===== src/rtl/sfr_pkg.sv =====
// Package for the sync frame receiver: receive state encoding, result kinds,
// frame constants and the byte-wide CRC-32 update function.
// No dependencies; imported by sync_frame_receiver_crc32_unit.
package sfr_pkg;

  localparam logic [7:0]  SYNC_FIRST  = 8'h46;
  localparam logic [7:0]  SYNC_SECOND = 8'h43;
  localparam logic [31:0] CRC_POLY    = 32'hEDB8_8320;
  localparam logic [31:0] CRC_ONES    = 32'hFFFF_FFFF;

  // Receive phase: one state per header byte, then payload and trailer.
  typedef enum logic [3:0] {
    ST_HUNT,
    ST_SYNC2,
    ST_VERSION,
    ST_FLAGS,
    ST_TYPE_LO,
    ST_TYPE_HI,
    ST_SEQ_LO,
    ST_SEQ_HI,
    ST_LEN_LO,
    ST_LEN_HI,
    ST_PAYLOAD,
    ST_CRC
  } rx_state_e;

  typedef enum logic [2:0] {
    KIND_PAYLOAD = 3'd0,
    KIND_GOOD    = 3'd1,
    KIND_BAD_VER = 3'd2,
    KIND_BAD_LEN = 3'd3,
    KIND_BAD_CRC = 3'd4
  } kind_e;

  // Reflected CRC-32 update over one byte, LSB first.
  function automatic logic [31:0] crc32_byte(input logic [31:0] crc_in,
                                             input logic [7:0]  data);
    logic [31:0] c;
    c = crc_in ^ {24'd0, data};
    for (int i = 0; i < 8; i++) begin
      c = c[0] ? ((c >> 1) ^ CRC_POLY) : (c >> 1);
    end
    return c;
  endfunction

  // CRC register value right after the first sync byte.
  localparam logic [31:0] CRC_AFTER_SYNC = crc32_byte(CRC_ONES, SYNC_FIRST);

endpackage


===== src/rtl/sync_frame_receiver_crc32_unit.sv =====
// Top level of the sync frame receiver: byte-serial deframer with CRC-32 check.
// Depends on sfr_pkg for state encoding, result kinds and the CRC function.
//
// This block takes one received byte per word on the input channel and
// deframes length-prefixed frames: sync pair 0x46 0x43, a version byte that
// must match the protocol_version register, a flags byte, and little-endian
// 16-bit type, sequence and payload length fields, followed by the payload and
// a little-endian CRC-32 (reflected 0xEDB88320, preset and final xor all ones)
// over all bytes from the first sync byte to the last payload byte. Each
// payload byte is delivered at once as a tentative result; the frame end
// delivers one good or error result, and the matching 32-bit wrapping counter
// advances. A receiver must discard tentative payload bytes of a frame that
// ends in an error. Bytes outside a frame produce no result. The block takes
// one byte every clock cycle while it is not stalled: a word passes an input
// register, and the combinational logic (the unrolled eight-step CRC byte
// update and the frame state machine) then writes the result register. The
// result register and the input register each hold one word, so the input
// register can still take a byte while a result waits to be taken, and the
// whole pipe stalls only while both are occupied. Counter and header outputs
// reflect the state at the time the presented result was produced. The user
// must write the version register through cfg_we_i only while the block is
// idle; the block itself does not enforce this.
module sync_frame_receiver_crc32_unit
  import sfr_pkg::*;
#(
  parameter int unsigned MAX_PAYLOAD = 512
) (
  input  logic        clk_i,
  input  logic        rst_ni,
  // Configuration: protocol version register
  input  logic        cfg_we_i,
  input  logic [7:0]  cfg_wdata_i,
  // Input byte channel
  input  logic        in_valid_i,
  output logic        in_ready_o,
  input  logic [7:0]  rx_byte_i,
  // Result channel
  output logic        out_valid_o,
  input  logic        out_ready_i,
  output logic [2:0]  kind_o,
  output logic [7:0]  payload_byte_o,
  output logic [8:0]  payload_index_o,
  output logic [7:0]  frame_flags_o,
  output logic [15:0] msg_type_o,
  output logic [15:0] seq_num_o,
  output logic [9:0]  payload_len_o,
  output logic [31:0] good_frames_o,
  output logic [31:0] crc_errors_o,
  output logic [31:0] length_errors_o,
  output logic [31:0] version_errors_o
);

  // Length storage is wide enough for MAX_PAYLOAD and for the 10-bit output.
  localparam int unsigned LenBits = $clog2(MAX_PAYLOAD + 1);
  localparam int unsigned LenW    = (LenBits > 10) ? LenBits : 10;
  localparam logic [15:0] MaxLen  = 16'(MAX_PAYLOAD);

  // Input register stage.
  logic        s1_valid_q;
  logic [7:0]  s1_byte_q;
  logic        s2_adv;
  logic        proc;

  // Frame state.
  rx_state_e   state_q, state_d;
  logic [7:0]  version_q;
  logic [31:0] crc_q, crc_d;
  logic [31:0] crc_upd;
  logic [7:0]  flags_q, flags_d;
  logic [15:0] type_q, type_d;
  logic [15:0] seq_q, seq_d;
  logic [7:0]  len_lo_q, len_lo_d;
  logic [LenW-1:0] len_q, len_d;
  logic [15:0] len_full;
  logic        len_bad;
  logic [LenW-1:0] pay_cnt_q, pay_cnt_d;
  logic [LenW-1:0] pay_cnt_inc;
  logic [1:0]  crc_cnt_q, crc_cnt_d;
  logic [23:0] crc_rx_q, crc_rx_d;
  logic        crc_match;

  // Counters.
  logic [31:0] good_q, good_d;
  logic [31:0] crc_err_q, crc_err_d;
  logic [31:0] len_err_q, len_err_d;
  logic [31:0] ver_err_q, ver_err_d;

  // Result register.
  logic        out_valid_q, out_valid_d;
  kind_e       kind_q, kind_d;
  logic [7:0]  pbyte_q, pbyte_d;
  logic [8:0]  pidx_q, pidx_d;
  logic        res_valid;

  // A stage moves forward whenever the result register is free or is being
  // emptied in this cycle.
  assign s2_adv     = !out_valid_q || out_ready_i;
  assign proc       = s1_valid_q && s2_adv;
  assign in_ready_o = !s1_valid_q || s2_adv;

  assign crc_upd     = crc32_byte(crc_q, s1_byte_q);
  assign len_full    = {s1_byte_q, len_lo_q};
  assign len_bad     = len_full > MaxLen;
  assign pay_cnt_inc = pay_cnt_q + LenW'(1);
  assign crc_match   = ({s1_byte_q, crc_rx_q} == ~crc_q);

  // Next receive state.
  always_comb begin
    state_d = state_q;
    if (proc) begin
      unique case (state_q)
        ST_HUNT: begin
          if (s1_byte_q == SYNC_FIRST) state_d = ST_SYNC2;
        end
        ST_SYNC2: begin
          if (s1_byte_q == SYNC_SECOND) begin
            state_d = ST_VERSION;
          end else if (s1_byte_q != SYNC_FIRST) begin
            state_d = ST_HUNT;
          end
        end
        ST_VERSION: begin
          state_d = (s1_byte_q == version_q) ? ST_FLAGS : ST_HUNT;
        end
        ST_FLAGS:   state_d = ST_TYPE_LO;
        ST_TYPE_LO: state_d = ST_TYPE_HI;
        ST_TYPE_HI: state_d = ST_SEQ_LO;
        ST_SEQ_LO:  state_d = ST_SEQ_HI;
        ST_SEQ_HI:  state_d = ST_LEN_LO;
        ST_LEN_LO:  state_d = ST_LEN_HI;
        ST_LEN_HI: begin
          if (len_bad) begin
            state_d = ST_HUNT;
          end else if (len_full == 16'd0) begin
            state_d = ST_CRC;
          end else begin
            state_d = ST_PAYLOAD;
          end
        end
        ST_PAYLOAD: begin
          if (pay_cnt_inc == len_q) state_d = ST_CRC;
        end
        ST_CRC: begin
          if (crc_cnt_q == 2'd3) state_d = ST_HUNT;
        end
        default: state_d = ST_HUNT;
      endcase
    end
  end

  // Datapath, counters and result generation.
  always_comb begin
    crc_d     = crc_q;
    flags_d   = flags_q;
    type_d    = type_q;
    seq_d     = seq_q;
    len_lo_d  = len_lo_q;
    len_d     = len_q;
    pay_cnt_d = pay_cnt_q;
    crc_cnt_d = crc_cnt_q;
    crc_rx_d  = crc_rx_q;
    good_d    = good_q;
    crc_err_d = crc_err_q;
    len_err_d = len_err_q;
    ver_err_d = ver_err_q;
    res_valid = 1'b0;
    kind_d    = KIND_PAYLOAD;
    pbyte_d   = 8'd0;
    pidx_d    = 9'd0;
    if (proc) begin
      unique case (state_q)
        ST_HUNT: begin
          crc_d = CRC_AFTER_SYNC;
        end
        ST_SYNC2: begin
          // A repeated first sync byte restarts the CRC from that byte.
          crc_d = (s1_byte_q == SYNC_SECOND) ? crc_upd : CRC_AFTER_SYNC;
        end
        ST_VERSION: begin
          crc_d = crc_upd;
          if (s1_byte_q != version_q) begin
            ver_err_d = ver_err_q + 32'd1;
            res_valid = 1'b1;
            kind_d    = KIND_BAD_VER;
          end
        end
        ST_FLAGS: begin
          crc_d   = crc_upd;
          flags_d = s1_byte_q;
        end
        ST_TYPE_LO: begin
          crc_d  = crc_upd;
          type_d = {8'd0, s1_byte_q};
        end
        ST_TYPE_HI: begin
          crc_d  = crc_upd;
          type_d = {s1_byte_q, type_q[7:0]};
        end
        ST_SEQ_LO: begin
          crc_d = crc_upd;
          seq_d = {8'd0, s1_byte_q};
        end
        ST_SEQ_HI: begin
          crc_d = crc_upd;
          seq_d = {s1_byte_q, seq_q[7:0]};
        end
        ST_LEN_LO: begin
          crc_d    = crc_upd;
          len_lo_d = s1_byte_q;
        end
        ST_LEN_HI: begin
          crc_d     = crc_upd;
          len_d     = LenW'(len_full);
          pay_cnt_d = '0;
          crc_cnt_d = 2'd0;
          if (len_bad) begin
            len_err_d = len_err_q + 32'd1;
            res_valid = 1'b1;
            kind_d    = KIND_BAD_LEN;
          end
        end
        ST_PAYLOAD: begin
          crc_d     = crc_upd;
          pay_cnt_d = pay_cnt_inc;
          res_valid = 1'b1;
          kind_d    = KIND_PAYLOAD;
          pbyte_d   = s1_byte_q;
          pidx_d    = pay_cnt_q[8:0];
        end
        ST_CRC: begin
          // Trailer bytes arrive least significant first.
          case (crc_cnt_q)
            2'd0:    crc_rx_d[7:0]   = s1_byte_q;
            2'd1:    crc_rx_d[15:8]  = s1_byte_q;
            2'd2:    crc_rx_d[23:16] = s1_byte_q;
            default: crc_rx_d        = crc_rx_q;
          endcase
          crc_cnt_d = crc_cnt_q + 2'd1;
          if (crc_cnt_q == 2'd3) begin
            res_valid = 1'b1;
            if (crc_match) begin
              good_d = good_q + 32'd1;
              kind_d = KIND_GOOD;
            end else begin
              crc_err_d = crc_err_q + 32'd1;
              kind_d    = KIND_BAD_CRC;
            end
          end
        end
        default: begin
          crc_d = CRC_ONES;
        end
      endcase
    end
  end

  always_comb begin
    if (proc) begin
      out_valid_d = res_valid;
    end else if (out_ready_i) begin
      out_valid_d = 1'b0;
    end else begin
      out_valid_d = out_valid_q;
    end
  end

  // Control state and counters.
  always_ff @(posedge clk_i or negedge rst_ni) begin
    if (!rst_ni) begin
      s1_valid_q  <= 1'b0;
      state_q     <= ST_HUNT;
      version_q   <= 8'd1;
      crc_cnt_q   <= 2'd0;
      good_q      <= '0;
      crc_err_q   <= '0;
      len_err_q   <= '0;
      ver_err_q   <= '0;
      out_valid_q <= 1'b0;
      kind_q      <= KIND_PAYLOAD;
    end else begin
      if (in_valid_i && in_ready_o) begin
        s1_valid_q <= 1'b1;
      end else if (proc) begin
        s1_valid_q <= 1'b0;
      end
      if (cfg_we_i) begin
        version_q <= cfg_wdata_i;
      end
      state_q     <= state_d;
      crc_cnt_q   <= crc_cnt_d;
      good_q      <= good_d;
      crc_err_q   <= crc_err_d;
      len_err_q   <= len_err_d;
      ver_err_q   <= ver_err_d;
      out_valid_q <= out_valid_d;
      if (proc) begin
        kind_q <= kind_d;
      end
    end
  end

  // Payload and header registers.
  always_ff @(posedge clk_i) begin
    if (in_valid_i && in_ready_o) begin
      s1_byte_q <= rx_byte_i;
    end
    crc_q     <= crc_d;
    flags_q   <= flags_d;
    type_q    <= type_d;
    seq_q     <= seq_d;
    len_lo_q  <= len_lo_d;
    len_q     <= len_d;
    pay_cnt_q <= pay_cnt_d;
    crc_rx_q  <= crc_rx_d;
    if (proc) begin
      pbyte_q <= pbyte_d;
      pidx_q  <= pidx_d;
    end
  end

  // Frame state only changes while a result can be written, so the header
  // and counter registers still match the presented result.
  assign out_valid_o      = out_valid_q;
  assign kind_o           = kind_q;
  assign payload_byte_o   = pbyte_q;
  assign payload_index_o  = pidx_q;
  assign frame_flags_o    = (kind_q == KIND_GOOD) ? flags_q : 8'd0;
  assign msg_type_o       = (kind_q == KIND_GOOD) ? type_q : 16'd0;
  assign seq_num_o        = (kind_q == KIND_GOOD) ? seq_q : 16'd0;
  assign payload_len_o    = (kind_q == KIND_GOOD) ? len_q[9:0] : 10'd0;
  assign good_frames_o    = good_q;
  assign crc_errors_o     = crc_err_q;
  assign length_errors_o  = len_err_q;
  assign version_errors_o = ver_err_q;

`ifndef ASSERT_OFF
  // The payload counter stays below the stored length inside the payload.
  a_pay_cnt_range: assert property (@(posedge clk_i) disable iff (!rst_ni)
    (state_q == ST_PAYLOAD) |-> (pay_cnt_q < len_q))
    else $error("payload counter reached frame length");

  // The trailer byte counter is idle outside the trailer.
  a_crc_cnt_idle: assert property (@(posedge clk_i) disable iff (!rst_ni)
    (state_q != ST_CRC) |-> (crc_cnt_q == 2'd0))
    else $error("trailer counter active outside trailer");

  // A good-frame result advances the good counter by exactly one.
  a_good_count: assert property (@(posedge clk_i) disable iff (!rst_ni)
    (proc && res_valid && (kind_d == KIND_GOOD)) |=>
      (good_q == $past(good_q) + 32'd1))
    else $error("good counter did not advance");

  // A stalled result freezes the frame state.
  a_stall_freeze: assert property (@(posedge clk_i) disable iff (!rst_ni)
    (out_valid_q && !out_ready_i) |=> $stable(state_q))
    else $error("state advanced while result stalled");
`endif

endmodule


===== config.mk =====
export PLATFORM = sky130hd
export DESIGN_NAME = sync_frame_receiver_crc32_unit
export DESIGN_NICKNAME = d
export VERILOG_FILES = /design/src/rtl/sfr_pkg.sv /design/src/rtl/sync_frame_receiver_crc32_unit.sv
export SDC_FILE = /design/constraint.sdc
export NUM_CORES = 1
export LEC_CHECK = 0
export BUFFER_PORTS_ARGS = -buffer_cell sky130_fd_sc_hd__buf_2
export CAP_MARGIN = 20
export CORE_MARGIN = 2
export CORE_UTILIZATION = 30
export DETAILED_ROUTE_END_ITERATION = 7
export GPL_ROUTABILITY_DRIVEN = 0
export GPL_TIMING_DRIVEN = 0
export SLEW_MARGIN = 30
export SYNTH_ARGS = -nofsm -noshare
export SYNTH_HDL_FRONTEND = slang
export SYNTH_SLANG_ARGS = --single-unit

===== constraint.sdc =====
create_clock -name clk_i -period 3.17 [get_ports clk_i]
set_clock_uncertainty 0.15 [all_clocks]
set_input_delay 0.7925 -clock clk_i [delete_from_list [all_inputs] [get_ports clk_i]]
set_output_delay 0.7925 -clock clk_i [all_outputs]
set_load 0.01 [all_outputs]

* Word level (Yosys, flattened, before mapping)
Index checks and enable logic that the tools add are counted.
Word-level totals: bits in registers 296, output and inout port bits 200, bits of input ports 21
Cells by class: bitwise gates (word level) 14, magnitude comparators 1, reductions and logical operators 34, eq/ne operators 26, add/subtract/negate cells 6, mux-type cells 40
Operator list (number):
- two-way mux 32 bit | 9
- adder 32 x 1 -> 32 bit (second input constant) | 4
- one-hot mux 32 bit (4 select lines) | 1
- inverter 13 -> 14 bit | 8
- one-hot mux 16 bit (2 select lines) | 2
- one-hot mux 4 bit (12 select lines) | 1
- equality test 32 bit | 1
- two-way mux 16 bit | 2
- inverter 32 bit | 1
- bitwise XOR 32 x 8 -> 32 bit | 1
- two-way mux 4 bit | 6
- AND reduction 3 bit | 7
- one-hot mux 10 bit (2 select lines) | 1
- equality test 4 x 3 -> 1 bit (second input constant) | 4
- equality test 4 bit (second input constant) | 4
- equality test 8 x 7 -> 1 bit (second input constant) | 2
- greater-than comparator 16 x 10 -> 1 bit (second input constant) | 1
- logical NOT 16 bit | 1
- AND reduction 2 bit | 8
- nonzero test 2 bit | 6
- adder 10 x 1 -> 10 bit (second input constant) | 1
- equality test 10 bit | 1
- two-way mux 10 bit | 1
- one-hot mux 3 bit (3 select lines) | 1
- 26 further kinds | 47

* Logic depth before layout (Yosys ltp)
Gate-level depths: netlist (run 1).
depth after elaboration 19, mapped depth 8, mapped depth without buffers 7

* Worst setup path before layout (run 1)
OpenSTA, ideal clock, no wires.
path type input -> register, start point input port out_ready_i, end point register crc_q[0] (enable), required time 2.588 ns, arrival 2.688 ns, path slack -0.100 ns, setup time 0.432 ns, stages on the path 3, cell sequence nand2b_1 -> nand2_1 -> a21oi_1
On the way: longest elaborated chain between the ends 3
RTL lines:
- start, declared | RTL line sync_frame_receiver_crc32_unit.sv:39 | input logic out_ready_i,
- logical OR 1 bit | RTL line sync_frame_receiver_crc32_unit.sv:97 | assign s2_adv = !out_valid_q || out_ready_i;
- logical AND 1 bit | RTL line sync_frame_receiver_crc32_unit.sv:98 | assign proc = s1_valid_q && s2_adv;
- AND reduction 2 bit (no line)
- end signal, assigned | RTL line sync_frame_receiver_crc32_unit.sv:307 | crc_q <= crc_d;
- end, declared | RTL line sync_frame_receiver_crc32_unit.sv:67 | logic [31:0] crc_q, crc_d;
No other way between the ends. A chain may end at the register's enable or synchronous reset.

* Worst setup path in the final report (run 1)
start point register s1_byte_q[3], end point register good_q[17], in the netlist good_frames_o[17]
On the way: longest elaborated chain between the ends 2
RTL lines:
- start, declared | RTL line sync_frame_receiver_crc32_unit.sv:60 | logic [7:0] s1_byte_q;
- start signal, assigned | RTL line sync_frame_receiver_crc32_unit.sv:305 | s1_byte_q <= rx_byte_i;
- equality test 32 bit | RTL line sync_frame_receiver_crc32_unit.sv:105 | assign crc_match = ({s1_byte_q, crc_rx_q} == ~crc_q);
- AND reduction 4 bit (no line)
- end signal, assigned | RTL line sync_frame_receiver_crc32_unit.sv:291 | good_q <= good_d;
- end, declared | RTL line sync_frame_receiver_crc32_unit.sv:83 | logic [31:0] good_q, good_d;
No other way between the ends.

==> impl_metrics.tcl, run 1 <==
set metrics [dict create \
    status "finished, final reports clean" \
    slew_viol_final 0 \
    synth_area_mm2 0.0140 \
    ys_ff_latch 296 \
    cpMostUsedCell "buf_6" \
    clock-sinks 296 \
    wl_per_cell_um 18.4 \
    required_ns 3.48 \
    initial_core_util_pct 30.2 \
    crit_path_top_delay_cell "or4_4" \
    gr-total-overflow 0 \
    viasPerCell 4.77 \
    instances_no_fill 2077 \
    path_buf_inv 3 \
    core_area_mm2 0.0463 \
    finalSetupViolCount 0 \
    use_met2_pct 24.2 \
    dr.pass1.iters 5 \
    ir_drop_mv 0.580 \
    post-route-util_pct 37.4 \
    synthArstFlopShare_pct 49.7 \
    min_path_type "input port to asynchronous set/reset pin" \
    synth_fp_nets 1192 \
    cts.clk_slew.worst_paths_ns 0.06 \
    endpoint_kind "flip-flop" \
    die_area_mm2 0.0483 \
    ctsRootBufferMaster "clkbuf_16" \
    syn_inst 1162 \
    grt_max_degree 78 \
    place_area_mm2 0.0160 \
    synth_top_area_share_pct 32.0 \
    seqPwrFrac_pct 39.2 \
    finalCriticalPeriod_ns 2.99 \
    clkLatencyLatePin_ns 0.56 \
    clockBufferDepth 3 \
    cts_tree "built" \
    arrival_ns 3.30 \
    reg2reg_depth 9 \
    grt_use_met3_pct 5.55 \
    fin_crit_sh_pct 94.3 \
    seq_area_frac_synth_pct 58.4 \
    totalPowerFinal_mw 13.3 \
    die_w_um 220 \
    rsz0062_at_grt "no" \
    ios 221 \
    grt_pass1_vias 9565 \
    numCtsBuffers 36 \
    power.internal_mw 9.06 \
    powerDensity_mw_per_mm2 768 \
    p_switching_mw 4.23 \
    h-tree-depth 2 \
    clock.fmax_ghz 0.335 \
    final_hold_viol_count 0 \
    syn_area_per_cell_um2 12.0 \
    ant_nets 0 \
    gr-max-usage-layer "met2" \
    synthFlopType "edfxtp_1" \
    leakage_nw 7.64 \
    dpl.cell_count 1994 \
    pwr-share-clk_pct 31.1 \
    synth_area_leaders "edfxtp_1 (32%), dfrtp_1 (26%), xnor2_1 (9.9%), xor2_1 (5.4%), and2_1 (3.5%)" \
    maxSlewHeadroom_pct 50.6 \
    place_ws_ns -0.631 \
    grt_pass1_wl_um 57600 \
    cts.hold.buffers_added 0 \
    critPathTopFamily "simple AND/OR/NAND/NOR gates" \
    dp.final_hpwl_um 27300 \
    swShare_pct 31.8 \
    synthToLayoutAreaGrowth_pct 23.9 \
    vias 9900 \
    die_h_um 220 \
    maxCapViolCount 0 \
    r2r_end "good_frames_o[17]" \
    nNetsFinal 1464 \
    row_count 79 \
    r2r_start "s1_byte_q[3]" \
    antenna_found_initial 13 \
    drc_errors 0 \
    fin_ws_ns 0.182 \
    crit_chain "buf_6 > xnor2_1 > nor4_1 > nand4_1 > buf_4 > or4_4 > buf_6 > nor3_1 > xor2_1" \
    tightest_slew_ns 0.736 \
    slowest_delay_ns 0.53 \
    drt_iter0_drc 645 \
    reg2reg_slack_ns 0.18 \
    critPathLaunchType "flip-flop" \
    final_area_mm2 0.0173 \
    crit_type "flip-flop to flip-flop" \
    power.share.combinational_pct 29.7 \
    fillCellCount 4540 \
    wl_um 38300 \
    crit_fanout 10 \
    ys_types 57 \
    synth-edff-count 149 \
    track_usage_pct 15.7 \
    drive_above_1_share_pct 24.6 \
    io_buffers 219 \
    synth_top_area_cell "edfxtp_1" \
    ys_warn_count 0 \
    grt_use_met1_pct 20.6 \
]
stage by stage:
step / hold slack, ns / TNS (ns)
final: 0.0674 / 0
after global routing: 0.0775 / 0
after CTS: 0.0639 / 0
after detailed placement: 0.289 / -28.81
after global placement: 0.291 / -214.36
after floorplan: 0.277 / 0
cells in the final DEF, fill, tap and decap left out, types with 5 or more instances in the layout:
| cell | count |
|---|---|
| nor4_2 | 6 |
| ha_1 | 9 |
| buf_2 | 225 |
| nor3_1 | 36 |
| clkinv_2 | 6 |
| nor3_2 | 8 |
| nand4_1 | 46 |
| clkbuf_8 | 5 |
| nand2_1 | 86 |
| clkbuf_1 | 34 |
| mux2_2 | 11 |
| nor2_1 | 40 |
| edfxtp_1 | 149 |
| buf_4 | 16 |
| o21ai_0 | 22 |
| dfrtp_1 | 146 |
| and4_1 | 11 |
| nand2b_1 | 8 |
| diode_2 | 8 |
| xnor2_1 | 157 |
| and2_1 | 78 |
| clkbuf_16 | 37 |
| a21oi_1 | 8 |
| xor2_1 | 86 |
| nor2b_1 | 18 |
| xnor2_2 | 9 |
| inv_1 | 15 |
| and3_1 | 38 |
| clkbuf_2 | 7 |
| nand3_1 | 57 |
| nor4_1 | 22 |
metal layers:
layer | share of wire (%) | routed length [µm]
met3 | 8.5 | 3260
met5 | 0.18 | 67
met4 | 2.7 | 1030
met2 | 45 | 17300
met1 | 43 | 16600
cell usage after synthesis, drive strengths merged (11+ instances only):
cell type / instances
clkbuf: 34
xnor2: 166
xor2: 87
inv: 15
o21ai: 26
and2: 79
buf: 14
nor3: 45
nand3: 57
nor2b: 18
edfxtp: 149
and4: 11
dfrtp: 146
nand2: 87
and3: 38
nor2: 40
mux2: 11
nor4: 28
nand4: 47
layout make-up:
| cell class | count | area [µm²] | area share [%] |
|---|---|---|---|
| diodes | 8 | 20.0 | 0.116 |
| repair buffers | 234 | 1260 | 7.26 |
| flip-flops and latches | 296 | 8150 | 47.1 |
| multi-input cells | 803 | 5630 | 32.5 |
| clock inverters | 17 | 176 | 1.02 |
| inverters | 15 | 56.3 | 0.325 |
| well taps | 607 | 759 | 4.39 |
| clock buffers | 49 | 1020 | 5.90 |
| plain buffers | 48 | 241 | 1.40 |
power groups by stage:
| stage | registers (mW) | clock network (mW) | logic, mW |
|---|---|---|---|
| 2_1_floorplan | 5.19 | 0 | 2.99 |
| 3_3_place_gp | 5.29 | 0 | 3.79 |
| 3_5_place_dp | 5.29 | 0 | 3.86 |
| 4_1_cts | 5.21 | 4.25 | 3.92 |
| 5_1_grt | 5.26 | 4.41 | 4.39 |
| 6_report | 5.21 | 4.13 | 3.95 |
registers in the layout, summed over array words and instances, names as in the netlist:
register and cells:
out_valid_o 1, version_errors_o 32, pay_cnt_q 10, good_frames_o 32, version_q 8, s1_byte_q 8, seq_q 16, state_q 4
crc_rx_q 24, payload_index_o 9, s1_valid_q 1, payload_byte_o 8, kind_o 3, length_errors_o 32, flags_q 8, crc_cnt_q 2
type_q 16, crc_errors_o 32, len_q 10, len_lo_q 8, crc_q 32
repair_timing:
item / CTS / global route
setup buffers: 4 / 5
endpoints found under the setup margin: 74 / 22
gates resized for setup: 9 / 9
pin swaps: 1 / 0
worst max path at each step:
stage | start | slack (ns) | depth (start not counted) | to
floorplan | out_ready_i | 0.61 | 3 | crc_q[0]
global placement | rst_ni | -1.20 | 1 | version_errors_o[5]
detailed placement | s1_byte_q[0] | -0.63 | 8 | good_frames_o[25]
CTS | kind_o[0] | 0.02 | 5 | payload_len_o[9]
global route | s1_byte_q[5] | 0.02 | 8 | good_frames_o[17]
finish | s1_byte_q[3] | 0.18 | 9 | good_frames_o[17]
logic make-up (layout without fill, tap and decap cells):
family	count (synthesis)	after routing	share of synthesized area, %
simple gates	476	476	18.9
xor+xnor	254	254	16.5
fa+ha+maj	9	9	0.806
compound gates	52	52	2.40
other cells	0	8	0
mux	12	12	0.959
buf+inv	63	363	2.03
flops	296	296	58.4
worst register-to-register path: stages (launching register included):
cell and delay (ns):
edfxtp_1 0.49, buf_6 0.23, xnor2_1 0.14, nor4_1 0.42, nand4_1 0.17, buf_4 0.19
or4_4 0.53, buf_6 0.18, nor3_1 0.23, xor2_1 0.18
Power figures use the tool's default switching activity.
==> inputs of run 2 (changes only) <==
- CORE_MARGIN: 2 -> unset
- CORE_UTILIZATION: 30 -> 45
- PLACE_DENSITY: unset -> 0.66
- RECOVER_POWER: unset -> 25
==> impl_metrics.tcl, run 2 (synthesized netlist as in run 1, its figures left out) <==
set metrics [dict create \
    crit_chain "buf_6 > or4_4 > nor2_1 > nand2_1 > a21boi_2 > clkbuf_2 > nand2_1" \
    arrival_ns 3.15 \
    maxCapViolCount 1 \
    clockBufferDepth 3 \
    ant_nets 0 \
    row_count 64 \
    clock.fmax_ghz 0.326 \
    crit_path_top_delay_cell "edfxtp_1" \
    final_common_cell "buf_2" \
    rsz0062_at_grt "no" \
    cpMostUsedCell "nand2_1" \
    io_buffers 219 \
    die_area_mm2 0.0317 \
    track_usage_pct 21.5 \
    path_buf_inv 2 \
    leakage_nw 7.57 \
    dp.final_hpwl_um 23900 \
    ctsRootBufferMaster "clkbuf_16" \
    crit_fanout 10 \
    clkLatencyLatePin_ns 0.51 \
    fin_crit_sh_pct 96.7 \
    nNetsFinal 1454 \
    grt_max_degree 86 \
    grt_pass1_wl_um 52700 \
    final_hold_viol_count 0 \
    cts.hold.buffers_added 0 \
    slowest_delay_ns 0.60 \
    critPathTopFamily "simple AND/OR/NAND/NOR gates" \
    gr-total-overflow 0 \
    totalPowerFinal_mw 13.3 \
    final_cell_mix "buf_2 (224), xnor2_1 (158), edfxtp_1 (149)" \
    vias 9728 \
    crit_type "flip-flop to flip-flop" \
    wl_um 33900 \
    numCtsBuffers 35 \
    critPathLaunchType "flip-flop" \
    grt_use_met1_pct 30.1 \
    clock-sinks 296 \
    use_met2_pct 34.1 \
    finalCriticalPeriod_ns 3.06 \
    h-tree-depth 2 \
    fin_ws_ns 0.106 \
    endpoint_kind "flip-flop" \
    place_ws_ns -0.461 \
    ir_drop_mv 0.514 \
    gr-max-usage-layer "met2" \
    initial_core_util_pct 45.7 \
    dr.pass1.iters 5 \
    drc_errors 0 \
    grt_use_met3_pct 4.13 \
    drt_iter0_drc 632 \
    min_path_type "flip-flop to flip-flop" \
    core_area_mm2 0.0306 \
    die_h_um 178 \
    ios 221 \
    dpl.cell_count 1780 \
    slew_viol_final 63 \
    tightest_slew_ns 1.68 \
    finalSetupViolCount 0 \
    drive_above_1_share_pct 23.5 \
    wl_per_cell_um 18.3 \
    status "complete, but fails checks" \
    cts.clk_slew.worst_paths_ns 0.06 \
    cts_tree "built" \
    die_w_um 178 \
    antenna_found_initial 1 \
    instances_no_fill 1847 \
    viasPerCell 5.27 \
    violations "max-capacitance violations, max-slew violations" \
    powerDensity_mw_per_mm2 784 \
    grt_pass1_vias 9351 \
    maxSlewHeadroom_pct -12.0 \
    synthToLayoutAreaGrowth_pct 21.3 \
    required_ns 3.25 \
]
-- run 2: path summary, 6_finish.rpt --
kind                       depth (start not counted)                 to         start  slack, ns
setup reg to reg                                   7          crc_q[15]  s1_byte_q[4]       0.11
hold reg to reg                                    0           len_q[3]   len_lo_q[3]       0.30
hold / removal                                     0           len_q[3]   len_lo_q[3]       0.30
max in group asynchronous                          2       version_q[0]        rst_ni       1.09
setup / recovery                                   7          crc_q[15]  s1_byte_q[4]       0.11
min in group asynchronous                          1  good_frames_o[10]        rst_ni       0.56
-- run 2: through the flow --
step	setup TNS (ns)	hold WS, ns	util [%]	area [µm²]
floorplan	0	0.277	-	14000
global placement	-180.63	0.286	50.9	15600
detailed placement	-16.27	0.286	51.2	15700
CTS	0	0.0989	55.3	16900
global route	0	0.292	55.4	16900
finish	0	0.302	55.4	16900
-- run 2: power by group --
part	total, mW	switching (mW)	internal, mW
combinational	3.92	2.19	1.73
clock	4.15	1.54	2.61
sequential	5.20	0.336	4.87
-- run 2: what timing repair did --
action / in CTS / in global routing
pin swaps: 0 / 1
cloned: 0 / 0
setup endpoints to repair: 110 / 16
endpoints found under the hold margin: 0 / 0
buffers inserted: 1 / 2
resized for setup: 9 / 2
-- run 2: layout make-up --
type	instances	area (µm²)
Tap cell	396	495
Sequential cell	296	8150
Antenna cell	1	2.50
Clock inverter	12	163
Fill cell	2661	13700
Timing Repair Buffer	225	1190
Buffer	48	235
Multi-Input combinational cell	803	5600
Clock buffer	51	1040
Inverter	15	56.3
-- run 2: routing by layer --
layer | up-vias | wire (µm)
met5 | - | 0
met2 | 335 | 15900
met1 | 4749 | 15100
met3 | 38 | 2160
met4 | 0 | 681
li1 | 4606 | -
==> inputs of run 3 (changes only) <==
- SETUP_SLACK_MARGIN: unset -> 0.2
==> impl_metrics.tcl, run 3 (synthesized netlist as in run 1, its figures left out) <==
set metrics [dict create \
    place_ws_ns -0.461 \
    min_path_type "flip-flop to flip-flop" \
    final_cell_mix "buf_2 (224), xnor2_1 (156), edfxtp_1 (149)" \
    synthToLayoutAreaGrowth_pct 22.5 \
    io_buffers 219 \
    wl_per_cell_um 18.4 \
    ios 221 \
    crit_fanout 10 \
    finalSetupViolCount 0 \
    track_usage_pct 21.6 \
    die_area_mm2 0.0317 \
    core_area_mm2 0.0306 \
    initial_core_util_pct 45.7 \
    setup_tns_ns 0 \
    worstHoldStart "len_lo_q[3]" \
    fillCellCount 2643 \
    h-tree-depth 2 \
    multi_input_area_mm2 0.00569 \
    r2r_end "good_frames_o[23]" \
    required_ns 3.45 \
    fin_crit_sh_pct 92.8 \
    drc_errors 0 \
    clock.fmax_ghz 0.340 \
    clkLatencyLatePin_ns 0.51 \
    leakage_nw 7.69 \
    grt_pass1_wl_um 52900 \
    clockBufferDepth 3 \
    grt_max_degree 86 \
    drt_iter0_drc 692 \
    rsz0062_at_grt "yes" \
    ir_drop_mv 0.513 \
    r2r_start "s1_byte_q[3]" \
    die_w_um 178 \
    antenna_found_initial 1 \
    ant_nets 0 \
    arrival_ns 3.22 \
    reg2reg_slack_ns 0.23 \
    critPathLaunchType "flip-flop" \
    powerDensity_mw_per_mm2 780 \
    wl_um 34200 \
    viasPerCell 5.25 \
    cts.clk_slew.worst_paths_ns 0.06 \
    cts.hold.buffers_added 0 \
    regArea_mm2 0.00815 \
    totalPowerFinal_mw 13.3 \
    maxSlewHeadroom_pct -11.8 \
    reg2reg_depth 9 \
    post-route-util_pct 55.9 \
    vias 9752 \
    endpoint_kind "flip-flop" \
    final_hold_viol_count 0 \
    gr-total-overflow 0 \
    die_h_um 178 \
    ctsRootBufferMaster "clkbuf_16" \
    final_common_cell "buf_2" \
    dp.final_hpwl_um 23900 \
    numCtsBuffers 35 \
    row_count 64 \
    status "complete, but fails checks" \
    drive_above_1_share_pct 24.6 \
    fin_ws_ns 0.228 \
    dr.pass1.iters 5 \
    slew_viol_final 63 \
    finalCriticalPeriod_ns 2.94 \
    cts_tree "built" \
    violations "max-capacitance violations, max-slew violations" \
    clock-sinks 296 \
    maxCapViolCount 1 \
    tightest_slew_ns 1.68 \
    min_to "len_q[3]" \
    crit_type "flip-flop to flip-flop" \
    holdPathStages 0 \
    grt_pass1_vias 9406 \
    nNetsFinal 1465 \
]
-- run 3: metrics by stage --
step | cell area, µm² | cells | hold WS [ns]
after floorplan | 14000 | 1162 | 0.277
after global placement | 15600 | 1777 | 0.286
after detailed placement | 15700 | 1780 | 0.286
after CTS | 17000 | 1847 | 0.0989
after global routing | 17100 | 1858 | 0.292
final | 17100 | 1858 | 0.302
-- run 3: layout make-up --
type	count	share of cell area (%)
clock inverters	12	0.951
flip-flops and latches	296	47.7
plain buffers	48	1.40
clock buffers	51	6.08
diodes	1	0.0146
multi-input cells	803	33.3
well taps	396	2.90
inverters	15	0.351
repair buffers	236	7.37
-- run 3: report_power, final --
| group | leakage, nW | internal [mW] | switching, mW | total, mW |
|---|---|---|---|---|
| Combinational | 3.68 | 1.76 | 2.21 | 3.97 |
| Clock | 0.591 | 2.61 | 1.55 | 4.15 |
| Sequential | 3.42 | 4.87 | 0.343 | 5.21 |
| Total | 7.69 | 9.24 | 4.10 | 13.3 |
-- run 3: how the worst max path moves through the flow --
stage / start / endpoint / slack [ns]
6_report: s1_byte_q[3] / good_frames_o[23] / 0.23
5_1_grt: s1_byte_q[4] / length_errors_o[23] / 0.19
4_1_cts: s1_byte_q[7] / good_frames_o[17] / 0.21
3_5_place_dp: s1_byte_q[0] / good_frames_o[25] / -0.46
3_3_place_gp: rst_ni / version_q[7] / -1.08
2_1_floorplan: out_ready_i / crc_q[0] / 0.61
-- run 3: worst max-delay path, cell delays in order, from the launching register on --
cell	delay [ns]
edfxtp_1	0.49
buf_6	0.21
xnor2_1	0.14
nor4_2	0.43
nand4_1	0.13
buf_4	0.18
or4_4	0.55
buf_6	0.18
nor3_1	0.24
xor2_1	0.16
-- run 3: repair_timing --
item / 4_1_cts / 5_1_grt
resized for setup: 13 / 16
endpoints found under the setup margin: 147 / 96
setup buffers: 4 / 10
pin swaps: 2 / 0
-- run 3: layer usage --
metal	GRT usage, %	routed length (µm)	up-vias
met1	30.0	15400	4770
met5	0	0	-
met2	34.1	16000	310
met3	4.41	2150	41
met4	6.11	658	0
li1	-	-	4631
